File: src/design/rgb_to_ansi16_color_top_assert.svh
// Assertion macros shared by the RGB to 16-color palette RTL.
// Expects aclk and aresetn in the scope where a macro is used.
`ifndef RGB_TO_ANSI16_COLOR_TOP_ASSERT_SVH
`define RGB_TO_ANSI16_COLOR_TOP_ASSERT_SVH

// Same-cycle implication, disabled during reset.
`define RTA16_ASSERT_IMPL(lbl, ante, cons) \
    lbl: assert property (@(posedge aclk) disable iff (!aresetn) (ante) |-> (cons)) \
        else $error("assertion failed: same-cycle implication");

// Next-cycle implication, disabled during reset.
`define RTA16_ASSERT_NEXT(lbl, ante, cons) \
    lbl: assert property (@(posedge aclk) disable iff (!aresetn) (ante) |=> (cons)) \
        else $error("assertion failed: next-cycle implication");

`endif

File: src/design/rta16_pkg.sv
// Shared types and palette codes for the RGB to 16-color palette pipeline.
// No dependencies.
`timescale 1ns / 1ps
`default_nettype none

package rta16_pkg;

    localparam int CODE_BITS = 4;

    localparam logic [CODE_BITS-1:0] COLOR_BLACK   = 4'd0;
    localparam logic [CODE_BITS-1:0] COLOR_RED     = 4'd1;
    localparam logic [CODE_BITS-1:0] COLOR_GREEN   = 4'd2;
    localparam logic [CODE_BITS-1:0] COLOR_YELLOW  = 4'd3;
    localparam logic [CODE_BITS-1:0] COLOR_BLUE    = 4'd4;
    localparam logic [CODE_BITS-1:0] COLOR_MAGENTA = 4'd5;
    localparam logic [CODE_BITS-1:0] COLOR_CYAN    = 4'd6;
    localparam logic [CODE_BITS-1:0] COLOR_SILVER  = 4'd7;
    localparam logic [CODE_BITS-1:0] COLOR_GRAY    = 4'd8;
    localparam logic [CODE_BITS-1:0] COLOR_WHITE   = 4'd15;
    localparam logic [CODE_BITS-1:0] BRIGHT_MASK   = 4'd8;

    // Which channel holds the maximum; red wins ties, then green.
    typedef enum logic [2:0] {
        MAX_RED   = 3'b001,
        MAX_GREEN = 3'b010,
        MAX_BLUE  = 3'b100
    } max_sel_t;

    // Per-pixel decisions handed from the metrics stage to the classifier.
    typedef struct packed {
        logic                 zero;    // max == min
        logic                 sat_ok;  // saturation >= 0.3
        logic                 half;    // max >= 0.5
        logic                 bright;  // lightness >= 0.64
        logic [CODE_BITS-1:0] gray;    // code used when chroma is zero
    } flags_t;

endpackage

`default_nettype wire

File: src/design/rta16_minmax.sv
// Stage 1: registers the channels with their maximum, minimum and max channel.
// Depends on rta16_pkg.
`timescale 1ns / 1ps
`default_nettype none

module rta16_minmax
    import rta16_pkg::*;
#(
    parameter int CB = 8
) (
    input  wire logic          aclk,
    input  wire logic          en,
    input  wire logic [CB-1:0] red,
    input  wire logic [CB-1:0] green,
    input  wire logic [CB-1:0] blue,
    output logic      [CB-1:0] red_reg,
    output logic      [CB-1:0] green_reg,
    output logic      [CB-1:0] blue_reg,
    output logic      [CB-1:0] hi_reg,
    output logic      [CB-1:0] lo_reg,
    output max_sel_t           sel_reg
);

    logic [CB-1:0] hi_next;
    logic [CB-1:0] lo_next;
    max_sel_t      sel_next;

    always_comb begin
        if (red >= green && red >= blue) begin
            sel_next = MAX_RED;
            hi_next  = red;
        end else if (green >= blue) begin
            sel_next = MAX_GREEN;
            hi_next  = green;
        end else begin
            sel_next = MAX_BLUE;
            hi_next  = blue;
        end
        lo_next = red;
        if (green < lo_next) lo_next = green;
        if (blue < lo_next) lo_next = blue;
    end

    always_ff @(posedge aclk) begin
        if (en) begin
            red_reg   <= red;
            green_reg <= green;
            blue_reg  <= blue;
            hi_reg    <= hi_next;
            lo_reg    <= lo_next;
            sel_reg   <= sel_next;
        end
    end

endmodule

`default_nettype wire

File: src/design/rta16_metrics.sv
// Stage 2: chroma, scaled hue and the threshold decisions, all by exact
// integer cross-multiplication. Depends on rta16_pkg.
`timescale 1ns / 1ps
`default_nettype none

module rta16_metrics
    import rta16_pkg::*;
#(
    parameter int CB = 8
) (
    input  wire logic          aclk,
    input  wire logic          en,
    input  wire logic [CB-1:0] red,
    input  wire logic [CB-1:0] green,
    input  wire logic [CB-1:0] blue,
    input  wire logic [CB-1:0] hi,
    input  wire logic [CB-1:0] lo,
    input  wire max_sel_t      sel,
    output logic      [CB-1:0] d_reg,
    output logic      [CB+3:0] hue_reg,
    output flags_t             flags_reg
);

    localparam int CH_MAX = (1 << CB) - 1;
    localparam int HW     = CB + 5;    // hue arithmetic, wraps modulo 2^HW
    localparam int LW     = CB + 7;    // threshold products

    localparam logic [LW-1:0] BRIGHT_LIM = LW'(32 * CH_MAX);
    localparam logic [LW-1:0] WHITE_LIM  = LW'(4 * CH_MAX);
    localparam logic [LW-1:0] SILVER_LIM = LW'(53 * CH_MAX);
    localparam logic [LW-1:0] GRAY_LIM   = LW'(27 * CH_MAX);
    localparam logic [LW-1:0] HALF_LIM   = LW'(CH_MAX);

    logic [CB-1:0] d;
    logic [HW-1:0] r_x, g_x, b_x, d_x;
    logic [HW-1:0] hue_wide;
    logic [LW-1:0] hi_w, lo_w, d_w;
    flags_t        flags_next;

    assign d   = hi - lo;
    assign r_x = HW'(red);
    assign g_x = HW'(green);
    assign b_x = HW'(blue);
    assign d_x = HW'(d);

    always_comb begin
        case (sel)
            MAX_RED: begin
                if (green >= blue) hue_wide = (g_x - b_x) << 1;
                else               hue_wide = HW'(12 * d_x) - ((b_x - g_x) << 1);
            end
            MAX_GREEN: hue_wide = HW'(4 * d_x) + (b_x << 1) - (r_x << 1);
            MAX_BLUE:  hue_wide = HW'(8 * d_x) + (r_x << 1) - (g_x << 1);
            default:   hue_wide = '0;
        endcase
    end

    assign hi_w = LW'(hi);
    assign lo_w = LW'(lo);
    assign d_w  = LW'(d);

    always_comb begin
        flags_next.zero   = (d == '0);
        flags_next.sat_ok = (10 * d_w >= 3 * hi_w);
        flags_next.half   = ((hi_w << 1) >= HALF_LIM);
        flags_next.bright = (LW'(25 * (hi_w + lo_w)) >= BRIGHT_LIM);
        if (LW'(5 * hi_w) > WHITE_LIM)        flags_next.gray = COLOR_WHITE;
        else if (LW'(100 * hi_w) > SILVER_LIM) flags_next.gray = COLOR_SILVER;
        else if (LW'(100 * hi_w) > GRAY_LIM)   flags_next.gray = COLOR_GRAY;
        else                                   flags_next.gray = COLOR_BLACK;
    end

    always_ff @(posedge aclk) begin
        if (en) begin
            d_reg     <= d;
            hue_reg   <= hue_wide[CB+3:0];
            flags_reg <= flags_next;
        end
    end

endmodule

`default_nettype wire

File: src/design/rta16_classify.sv
// Stage 3: hue sector selection and final palette code into the output register.
// Depends on rta16_pkg.
`timescale 1ns / 1ps
`default_nettype none

module rta16_classify
    import rta16_pkg::*;
#(
    parameter int CB = 8
) (
    input  wire logic                 aclk,
    input  wire logic                 en,
    input  wire logic [CB-1:0]        d,
    input  wire logic [CB+3:0]        hue,
    input  wire flags_t               flags,
    output logic      [CODE_BITS-1:0] code_reg
);

    localparam int KW = CB + 4;

    logic [KW-1:0]        d_k;
    logic [CODE_BITS-1:0] hue_code;
    logic [CODE_BITS-1:0] code_next;

    assign d_k = KW'(d);

    // Boundaries sit at odd multiples of d; a hue on a boundary takes the lower color.
    always_comb begin
        if (hue <= d_k)                hue_code = COLOR_RED;
        else if (hue <= KW'(3 * d_k))  hue_code = COLOR_YELLOW;
        else if (hue <= KW'(5 * d_k))  hue_code = COLOR_GREEN;
        else if (hue <= KW'(7 * d_k))  hue_code = COLOR_CYAN;
        else if (hue <= KW'(9 * d_k))  hue_code = COLOR_BLUE;
        else if (hue <= KW'(11 * d_k)) hue_code = COLOR_MAGENTA;
        else                           hue_code = COLOR_RED;
    end

    always_comb begin
        if (flags.zero) begin
            code_next = flags.gray;
        end else begin
            if (flags.sat_ok)    code_next = hue_code;
            else if (flags.half) code_next = COLOR_SILVER;
            else                 code_next = COLOR_BLACK;
            if (flags.bright) code_next = code_next | BRIGHT_MASK;
        end
    end

    always_ff @(posedge aclk) begin
        if (en) code_reg <= code_next;
    end

endmodule

`default_nettype wire

File: src/design/rgb_to_ansi16_color_top.sv
// RGB pixel to 16-color terminal palette code, three-stage pipeline.
// Depends on rta16_pkg, rta16_minmax, rta16_metrics, rta16_classify and
// rgb_to_ansi16_color_top_assert.svh.
//
// Usage:
//   Input stream s_*: one pixel per transaction, s_tdata holds red, green and
//   blue of CHANNEL_BITS each, red in the lowest bits, zero-padded to bytes.
//   Output stream m_*: one palette code per pixel, in m_tdata[3:0]
//   (bit 0 red, bit 1 green, bit 2 blue, bit 3 bright).
//   An input transaction reaches the output through the min/max stage, the
//   metrics stage (hue and threshold products) and the classifier into the output
//   register. Throughput is one pixel per cycle with no gaps while m_tready is
//   high.
//   Each stage advances when it is empty or the stage after it advances, so a
//   stall on m_tready holds every item in place and bubbles are squeezed out;
//   s_tready drops only when all three stages are full and m_tready is low.
//   Synchronous active-low reset empties the pipeline; no pixel state is kept.
`timescale 1ns / 1ps
`default_nettype none

module rgb_to_ansi16_color_top
    import rta16_pkg::*;
#(
    parameter int CHANNEL_BITS = 8
) (
    input  wire logic                                 aclk,
    input  wire logic                                 aresetn,
    input  wire logic                                 s_tvalid,
    output logic                                      s_tready,
    // fields from bit 0: red, green, blue (CHANNEL_BITS each), zero pad
    input  wire logic [((3*CHANNEL_BITS+7)/8)*8-1:0]  s_tdata,
    output logic                                      m_tvalid,
    input  wire logic                                 m_tready,
    // fields from bit 0: color_code (4 bits), zero pad
    output logic [7:0]                                m_tdata
);

    localparam int CB = CHANNEL_BITS;

    logic          v1_reg, v1_next;
    logic          v2_reg, v2_next;
    logic          v3_reg, v3_next;
    logic          adv1, adv2, adv3;

    logic [CB-1:0]        r1, g1, b1, hi1, lo1;
    max_sel_t             sel1;
    logic [CB-1:0]        d2;
    logic [CB+3:0]        hue2;
    flags_t               flags2;
    logic [CODE_BITS-1:0] code3;

    // A stage moves when it is empty or its successor moves.
    assign adv3     = !v3_reg || m_tready;
    assign adv2     = !v2_reg || adv3;
    assign adv1     = !v1_reg || adv2;
    assign s_tready = adv1;

    always_comb begin
        v1_next = v1_reg;
        v2_next = v2_reg;
        v3_next = v3_reg;
        if (adv1) v1_next = s_tvalid;
        if (adv2) v2_next = v1_reg;
        if (adv3) v3_next = v2_reg;
    end

    always_ff @(posedge aclk) begin
        if (!aresetn) begin
            v1_reg <= 1'b0;
            v2_reg <= 1'b0;
            v3_reg <= 1'b0;
        end else begin
            v1_reg <= v1_next;
            v2_reg <= v2_next;
            v3_reg <= v3_next;
        end
    end

    rta16_minmax #(.CB(CB)) u_minmax (
        .aclk      (aclk),
        .en        (adv1),
        .red       (s_tdata[CB-1:0]),
        .green     (s_tdata[2*CB-1:CB]),
        .blue      (s_tdata[3*CB-1:2*CB]),
        .red_reg   (r1),
        .green_reg (g1),
        .blue_reg  (b1),
        .hi_reg    (hi1),
        .lo_reg    (lo1),
        .sel_reg   (sel1)
    );

    rta16_metrics #(.CB(CB)) u_metrics (
        .aclk      (aclk),
        .en        (adv2),
        .red       (r1),
        .green     (g1),
        .blue      (b1),
        .hi        (hi1),
        .lo        (lo1),
        .sel       (sel1),
        .d_reg     (d2),
        .hue_reg   (hue2),
        .flags_reg (flags2)
    );

    rta16_classify #(.CB(CB)) u_classify (
        .aclk     (aclk),
        .en       (adv3),
        .d        (d2),
        .hue      (hue2),
        .flags    (flags2),
        .code_reg (code3)
    );

    assign m_tvalid = v3_reg;
    assign m_tdata  = {4'b0000, code3};

`include "rgb_to_ansi16_color_top_assert.svh"

    `RTA16_ASSERT_IMPL(a_ready_when_not_full, !(v1_reg && v2_reg && v3_reg), s_tready)
    `RTA16_ASSERT_NEXT(a_accept_fills_stage1, s_tvalid && s_tready, v1_reg)
    `RTA16_ASSERT_NEXT(a_stall_holds_stage2, v2_reg && v3_reg && !m_tready, v2_reg && v3_reg)

endmodule

`default_nettype wire
File: config.mk
export PLATFORM = sky130hd
export DESIGN_NAME = rgb_to_ansi16_color_top
export DESIGN_NICKNAME = d
export VERILOG_FILES = /design/src/design/rta16_pkg.sv /design/src/design/rta16_minmax.sv /design/src/design/rta16_metrics.sv /design/src/design/rta16_classify.sv /design/src/design/rgb_to_ansi16_color_top.sv
export VERILOG_INCLUDE_DIRS = /design/src /design/src/design
export SDC_FILE = /design/constraint.sdc
export NUM_CORES = 1
export LEC_CHECK = 0
export BUFFER_PORTS_ARGS = -buffer_cell sky130_fd_sc_hd__buf_2
export CELL_PAD_IN_SITES_DETAIL_PLACEMENT = 1
export CELL_PAD_IN_SITES_GLOBAL_PLACEMENT = 1
export CORE_MARGIN = 1
export CORE_UTILIZATION = 46
export CTS_BUF_LIST = sky130_fd_sc_hd__clkbuf_8 sky130_fd_sc_hd__clkbuf_16
export DETAILED_ROUTE_END_ITERATION = 12
export GPL_TIMING_DRIVEN = 0
export PLACE_DENSITY = 0.78
export SYNTH_ARGS = -nofsm -noshare
export SYNTH_HDL_FRONTEND = slang
export SYNTH_SLANG_ARGS = --single-unit
File: constraint.sdc
create_clock -name aclk -period 4.45 [get_ports aclk]
set_input_delay 0.89 -clock aclk [delete_from_list [all_inputs] [get_ports aclk]]
set_output_delay 0.89 -clock aclk [all_outputs]
set_load 0.01 [all_outputs]
==> impl_metrics.tcl, run 1 <==
set metrics [dict create \
    grtUsageTotal_pct 26.8 \
    yosysTopAreaCellShare_pct 30.5 \
    worstPathCellList "buf_4 -> ha_2 -> inv_2 -> fa_2 -> o21bai_1 -> a21oi_2 -> o21bai_1 -> a21oi_2 -> xnor2_2 -> ha_1 -> ha_1 -> ha_4 -> ha_4 -> o21a_1 -> o21a_1 -> a21o_1 -> xnor2_2 -> nor3_4 -> a211oi_2 -> o31ai_1" \
    max_cap_viol_count 0 \
    hold_end "v2_reg" \
    antenna_found_initial 0 \
    grt-ovfl-total 0 \
    worstReg2RegEnd "u_metrics.flags_reg[4]" \
    arrival_ps 4800 \
    fp.dieArea_um2 28000 \
    drtIter0Drc 437 \
    status "finished with violations" \
    cts_tree "yes" \
    hold_viol 0 \
    startpoint_type "flop" \
    routedWlPerCell_um 22.8 \
    largest_reg_flops 11 \
    numCtsBuffers 9 \
    io_buffers 33 \
    r2r_cells 20 \
    routed_wl_mm 41.3 \
    dp_hpwl_mm 27.9 \
    clock_latency_ps 370 \
    dieWidth_um 167 \
    end_kind "flop" \
    violations "negative setup slack" \
    synth_cell_types 80 \
    clock-skew-final_ps 16.4 \
    area_growth_pct 18.7 \
    drt_first_pass_iters 4 \
    min_from "v1_reg" \
    cts_root_buf "clkbuf_16" \
    cp.required_ps 4560 \
    r2r-start "u_minmax.hi_reg[0]" \
    slew_headroom_pct 28.1 \
    rrSetupSlack_ps -240 \
    htree_levels 3 \
    synth-main-ff-cell "edfxtp_1" \
    grt_pass1_wl_mm 59.1 \
    drive_gt1_share_pct 19.3 \
    rsz0062_at_grt "true" \
    crit_family "adder cells" \
    avgSynthCellArea_um2 9.44 \
    worstPathMaxFanout 3 \
    period_needed_ps 4690 \
    clkSinkCount 75 \
    fin_ws_ps -243 \
    synthArstFlopShare_pct 0 \
    num_antenna_cells 0 \
    yosys.area.top_type "ha_1" \
    ioPinCount 38 \
    grt_max_degree 29 \
    synth_area_leaders "ha_1, edfxtp_1, fa_1" \
    fmax_ghz 0.213 \
    timing.hold.ws_ps 518 \
    vias 10716 \
    synth_edf_count 72 \
    first_global_vias 11274 \
    holdPathStages 2 \
    ant_nets 0 \
    yosysWarnings 0 \
    fp.coreArea_um2 26900 \
    cp_num_buf_inv 2 \
    drt-vias-per-instance 5.92 \
    path_clk_slew_ps 70 \
    die_h_um 167 \
    tightest_slew_ps 1080 \
    clk_path_buf_depth 2 \
    post_synth_instance_area_um2 12600 \
    hp-class "reg2reg" \
    rows 60 \
    slowest_delay_ps 390 \
    fin_nets 1847 \
    ys_ff_latch 75 \
    post-route-period-util_pct 105 \
    place.gp.congestion 0.924 \
    setup-violations-final 4 \
    yosysSeqAreaShare_pct 17.7 \
    utilization_pct 55.5 \
    layout_commonest_cell "ha_1" \
    initial_utilization_pct 46.7 \
    final_max_slew_viol_count 0 \
    syn_inst 1331 \
    layout_common_cells "ha_1, inv_1, buf_4" \
    crit_type "reg2reg" \
    drc 0 \
    cp_slowest_cell "edfxtp_1" \
    postCtsHoldBufs 0 \
]
==> cells in the mapped netlist, types with 19 or more instances <==
master / count
o21ai_0: 53
edfxtp_1: 72
nand2_1: 47
mux2i_1: 34
nor2b_1: 24
nor2_1: 67
nand3_1: 21
xnor2_1: 81
ha_1: 306
fa_1: 48
o21a_1: 19
a211oi_1: 20
inv_1: 161
xor2_1: 27
o21bai_1: 20
a21oi_1: 94
a21o_1: 45
==> per-stage QoR <==
step	cells	cell area, um^2	setup TNS [ps]	setup slack [ps]
2_1_floorplan	1334	12600	0	10.2
3_3_place_gp	1708	13200	-6080	-1020
3_5_place_dp	1709	13200	-7280	-1140
4_1_cts	1771	14200	-14.1	-14.1
5_1_grt	1811	14900	-1250	-379
6_report	1811	14900	-569	-243
==> how the worst max path moves through the flow <==
stage	startpoint	slack, ps	depth (start not counted)	endpoint
after CTS	u_minmax.hi_reg[0]	-10	21	u_metrics.hue_reg[11]
final	u_minmax.hi_reg[0]	-240	20	u_metrics.flags_reg[4]
after global placement	u_minmax.hi_reg[0]	-1020	18	u_metrics.hue_reg[11]
after floorplan	u_minmax.hi_reg[0]	10	18	u_metrics.hue_reg[11]
after detailed placement	u_minmax.hi_reg[0]	-1140	18	u_metrics.hue_reg[11]
after global routing	u_minmax.hi_reg[1]	-380	19	u_metrics.flags_reg[4]
==> area by class of cell <==
cell class                 count  area [um^2]
fill                        3012        12000
multi-input combinational   1079        10300
sequential                    75         2220
timing repair buffer         120          870
inverter                     165          631
tap                          341          427
clock buffer                   9          225
buffer                        15          120
clock inverter                 7         82.6
==> metal layers <==
metal | wire [um] | share of wire (%) | up-vias | track usage [%]
met5 | 0 | 0 | - | 0
met4 | 1870 | 4.5 | 0 | 10.5
met3 | 824 | 2.0 | 108 | 2.08
met2 | 21800 | 53 | 214 | 51.1
met1 | 16800 | 41 | 5336 | 31.0
li1 | - | - | 5058 | -
==> tightest hold or removal path, cell delays in order, from the launching register on <==
cell and delay (ps):
dfxtp_1 340, a21oi_1 50, nor2b_1 90
==> cells by family after synthesis <==
family	count (synthesis)	share of synthesized area (%)
AO/OA/AOI/OAI	331	17.5
other	1	0.0299
buffers and inverters	180	5.91
adder cells (fa/ha/maj)	354	38.1
flip-flops	75	17.7
XOR/XNOR	110	7.93
multiplexers	36	2.92
AND/OR/NAND/NOR	244	9.87
==> what timing repair did <==
item / 4_1_cts / 5_1_grt
pin swaps: 28 / 74
cloned: 0 / 0
resized for setup: 66 / 79
setup buffers: 46 / 40
setup endpoints to repair: 11 / 10
Power of run 1 is left out: the tool's default activity adds up to more than one toggle a clock period on the data nets, which glitch-free logic cannot reach.
==> inputs of run 2 (changes only) <==
--- a/config.mk
+++ b/config.mk
@@ -9,6 +9,7 @@
 export BUFFER_PORTS_ARGS = -buffer_cell sky130_fd_sc_hd__buf_2
 export CELL_PAD_IN_SITES_DETAIL_PLACEMENT = 1
 export CELL_PAD_IN_SITES_GLOBAL_PLACEMENT = 1
+export CORE_ASPECT_RATIO = 0.8
 export CORE_MARGIN = 1
 export CORE_UTILIZATION = 46
 export CTS_BUF_LIST = sky130_fd_sc_hd__clkbuf_8 sky130_fd_sc_hd__clkbuf_16
==> impl_metrics.tcl, run 2 (synthesis results as in run 1) <==
set metrics [dict create \
    setup-violations-final 6 \
    path_clk_slew_ps 70 \
    drtIter0Drc 646 \
    drt_first_pass_iters 5 \
    startpoint_type "flop" \
    ioPinCount 38 \
    final_cell_area_um2 14900 \
    status "finished with violations" \
    layout_common_cells "ha_1, inv_1, buf_4, edfxtp_1, xnor2_1" \
    worstPathMaxFanout 8 \
    dp_hpwl_mm 28.6 \
    vias 11018 \
    ant_nets 0 \
    dieWidth_um 187 \
    post-route-period-util_pct 107 \
    arrival_ps 4900 \
    max_cap_viol_count 0 \
    htree_levels 3 \
    cp.required_ps 4570 \
    cts_tree "yes" \
    clk_path_buf_depth 2 \
    period_needed_ps 4780 \
    crit_type "reg2reg" \
    tns_ps -999 \
    io_buffers 33 \
    rsz0062_at_grt "true" \
    utilization_pct 56.2 \
    antenna_found_initial 0 \
    place.gp.congestion 0.898 \
    end_kind "flop" \
    nFillCells 2987 \
    hp-class "reg2reg" \
    hold_viol 0 \
    layout_commonest_cell "ha_1" \
    clock-skew-final_ps 14.5 \
    place_area_um2 13200 \
    drc 0 \
    first_global_vias 11425 \
    drt-vias-per-instance 6.07 \
    routed_wl_mm 43.7 \
    area_growth_pct 18.7 \
    tightest_slew_ps 1090 \
    grt_max_degree 40 \
    grt-ovfl-total 0 \
    routedWlPerCell_um 24.1 \
    grt_pass1_wl_mm 60.5 \
    drive_gt1_share_pct 18.8 \
    fmax_ghz 0.209 \
    fin_nets 1836 \
    cts_root_buf "clkbuf_16" \
    rows 53 \
    clock_latency_ps 370 \
    numCtsBuffers 9 \
    final_max_slew_viol_count 0 \
    fp.coreArea_um2 26500 \
    num_antenna_cells 0 \
    clkSinkCount 75 \
    violations "negative setup slack" \
    die_h_um 150 \
    fp.dieArea_um2 28000 \
    fin_ws_ps -327 \
    post-place-ws_ps -865 \
    initial_utilization_pct 47.3 \
    largest_reg_flops 11 \
    grtUsageTotal_pct 27.8 \
    slew_headroom_pct 27.2 \
]
[run 2: metrics by stage]
stage               hold slack, ps  instances
floorplan                      459       1334
global placement               472       1724
detailed placement             534       1725
CTS                            553       1783
global route                   573       1816
finish                         550       1816
[run 2: layout make-up]
class	instances	area [um^2]	share of cell area (%)
inverter	165	639	4.29
timing repair buffer	109	811	5.44
clock inverter	7	68.8	0.462
tap	357	447	3.00
buffer	15	129	0.864
clock buffer	9	225	1.51
sequential	75	2220	14.9
multi-input combinational	1079	10400	69.5
[run 2: layer usage]
metal  up-vias  global-route usage [%]  wire length [um]
met5         -                       0                 0
met3       141                    3.31              1960
li1       5018                       -                 -
met4         0                    10.7              2100
met2       383                    50.9             22000
met1      5476                    33.3             17700
[run 2: what timing repair did]
action | 4_1_cts | 5_1_grt
setup endpoints to repair | 10 | 13
hold endpoints to repair | 0 | 0
gates resized for setup | 51 | 103
buffers inserted | 42 | 33
hold buffers | 0 | 0
pin swaps | 26 | 75
[run 2: final timing paths]
| check | start | depth (start not counted) | endpoint | slack, ps |
|---|---|---|---|---|
| min reg2reg | v2_reg | 1 | m_tvalid | 550 |
| max | u_minmax.lo_reg[4] | 16 | u_metrics.hue_reg[11] | -330 |
| max reg2reg | u_minmax.lo_reg[4] | 16 | u_metrics.hue_reg[11] | -330 |
| min | v2_reg | 1 | m_tvalid | 550 |
[run 2: worst max-delay path, stage by stage, from the launching register on]
cell        delay [ps]
edfxtp_1           430
inv_1               90
ha_1               490
clkinvlp_4         280
nor3_2             230
a211oi_2           190
xnor2_4            440
ha_1               380
a21oi_2            210
xnor2_1            120
ha_2               210
or3_1              380
a211o_1            320
a221oi_2           260
xnor3_1            180
a21oi_1             70
a211o_1            230
Power of run 2 is left out for the same reason.
==> inputs of run 3 (changes only) <==
--- a/config.mk
+++ b/config.mk
@@ -16,6 +16,7 @@
 export DETAILED_ROUTE_END_ITERATION = 12
 export GPL_TIMING_DRIVEN = 0
 export PLACE_DENSITY = 0.78
+export RECOVER_POWER = 25
 export SYNTH_ARGS = -nofsm -noshare
 export SYNTH_HDL_FRONTEND = slang
 export SYNTH_SLANG_ARGS = --single-unit
==> impl_metrics.tcl, run 3 (synthesis results as in run 1) <==
set metrics [dict create \
    status "finished with violations" \
    violations "negative setup slack" \
    postCtsHoldBufs 0 \
    fp.coreArea_um2 26500 \
    tightest_slew_ps 1090 \
    fin_ws_ps -311 \
    grt_max_degree 40 \
    clock_latency_ps 370 \
    slew_headroom_pct 27.1 \
    largest_reg_flops 11 \
    rows 53 \
    drt_first_pass_iters 7 \
    path_clk_slew_ps 70 \
    hp-class "reg2reg" \
    vias 11037 \
    hold_viol 0 \
    fp.dieArea_um2 28000 \
    antenna_found_initial 0 \
    first_global_vias 11425 \
    drtIter0Drc 642 \
    clock-skew-final_ps 18.3 \
    rsz0062_at_grt "true" \
    fmax_ghz 0.210 \
    die_h_um 150 \
    worstPathMaxFanout 8 \
    grt_pass1_wl_mm 60.5 \
    cp_num_buf_inv 2 \
    routedWlPerCell_um 24.1 \
    area_growth_pct 18.5 \
    htree_levels 3 \
    cts_tree "yes" \
    clk_path_buf_depth 2 \
    timing.hold.ws_ps 550 \
    ioPinCount 38 \
    layout_commonest_cell "ha_1" \
    startpoint_type "flop" \
    cts_root_buf "clkbuf_16" \
    cp.required_ps 4580 \
    arrival_ps 4890 \
    drive_gt1_share_pct 17.1 \
    num_antenna_cells 0 \
    drc 0 \
    slowest_delay_ps 490 \
    dp_hpwl_mm 28.6 \
    place.gp.congestion 0.898 \
    layout_common_cells "ha_1, inv_1, buf_4, edfxtp_1, xnor2_1" \
    grtUsageTotal_pct 27.8 \
    numCtsBuffers 9 \
    setup-violations-final 6 \
    fin_nets 1836 \
    cp_slowest_cell "ha_1" \
    period_needed_ps 4760 \
    crit_type "reg2reg" \
    routed_wl_mm 43.8 \
    ant_nets 0 \
    crit_family "compound AO/OA/AOI/OAI gates" \
    drt-vias-per-instance 6.08 \
    tns_ps -975 \
    initial_utilization_pct 47.3 \
    dieWidth_um 187 \
    io_buffers 33 \
    max_cap_viol_count 0 \
    end_kind "flop" \
    grt-ovfl-total 0 \
    final_max_slew_viol_count 0 \
    clkSinkCount 75 \
    post-route-period-util_pct 107 \
    worstPathCellList "inv_1 -> ha_1 -> clkinvlp_4 -> nor3_2 -> a211oi_2 -> xnor2_4 -> ha_1 -> a21oi_2 -> xnor2_1 -> ha_2 -> or3_1 -> a211o_1 -> a221oi_2 -> xnor3_1 -> a21oi_1 -> a211o_1" \
]
[run 3: cell count changes in the layout (fill, tap and decap cells not counted)]
| cell | previous run | this run |
|---|---|---|
| buf_2 | 35 | 11 |
| clkbuf_1 | 2 | 26 |
[run 3: worst reg2reg max path, cell delays in order, from the launching register on]
cell,delay [ps]
edfxtp_1,430
inv_1,90
ha_1,490
clkinvlp_4,280
nor3_2,230
a211oi_2,190
xnor2_4,440
ha_1,380
a21oi_2,210
xnor2_1,120
ha_2,210
or3_1,390
a211o_1,320
a221oi_2,260
xnor3_1,180
a21oi_1,70
a211o_1,230
[run 3: stage by stage]
| step | worst slack, ps | instances | utilization (%) | area [um^2] |
|---|---|---|---|---|
| floorplan | 10.2 | 1334 | - | 12600 |
| global placement | -777 | 1724 | 49.7 | 13200 |
| detailed placement | -865 | 1725 | 49.8 | 13200 |
| CTS | -14.8 | 1783 | 53.3 | 14100 |
| global route | -400 | 1816 | 56.1 | 14900 |
| finish | -311 | 1816 | 56.1 | 14900 |
[run 3: metal layers]
metal | track usage, % | wire length [um]
met3 | 3.31 | 1980
met1 | 33.3 | 17700
met2 | 50.9 | 22000
met5 | 0 | 0
met4 | 10.7 | 2130
[run 3: timing repair]
| item | 4_1_cts | 5_1_grt |
|---|---|---|
| resized for setup | 51 | 103 |
| setup endpoints to repair | 10 | 13 |
| pin swaps | 26 | 75 |
| setup buffers | 42 | 33 |
[run 3: area by class of cell]
cell class | count | area [um^2]
Buffer | 15 | 129
Clock buffer | 9 | 225
Clock inverter | 7 | 68.8
Fill cell | 2999 | 11600
Inverter | 165 | 639
Multi-Input combinational cell | 1079 | 10400
Sequential cell | 75 | 2220
Tap cell | 357 | 447
Timing Repair Buffer | 109 | 781
[run 3: final timing paths]
check	start	end	slack, ps	cells after the start
worst max-delay path	u_minmax.lo_reg[4]	u_metrics.hue_reg[11]	-310	16
worst min-delay path	v2_reg	m_tvalid	550	1
worst max register to register	u_minmax.lo_reg[4]	u_metrics.hue_reg[11]	-310	16
worst min register to register	v2_reg	m_tvalid	550	1
Power of run 3 is left out for the same reason.
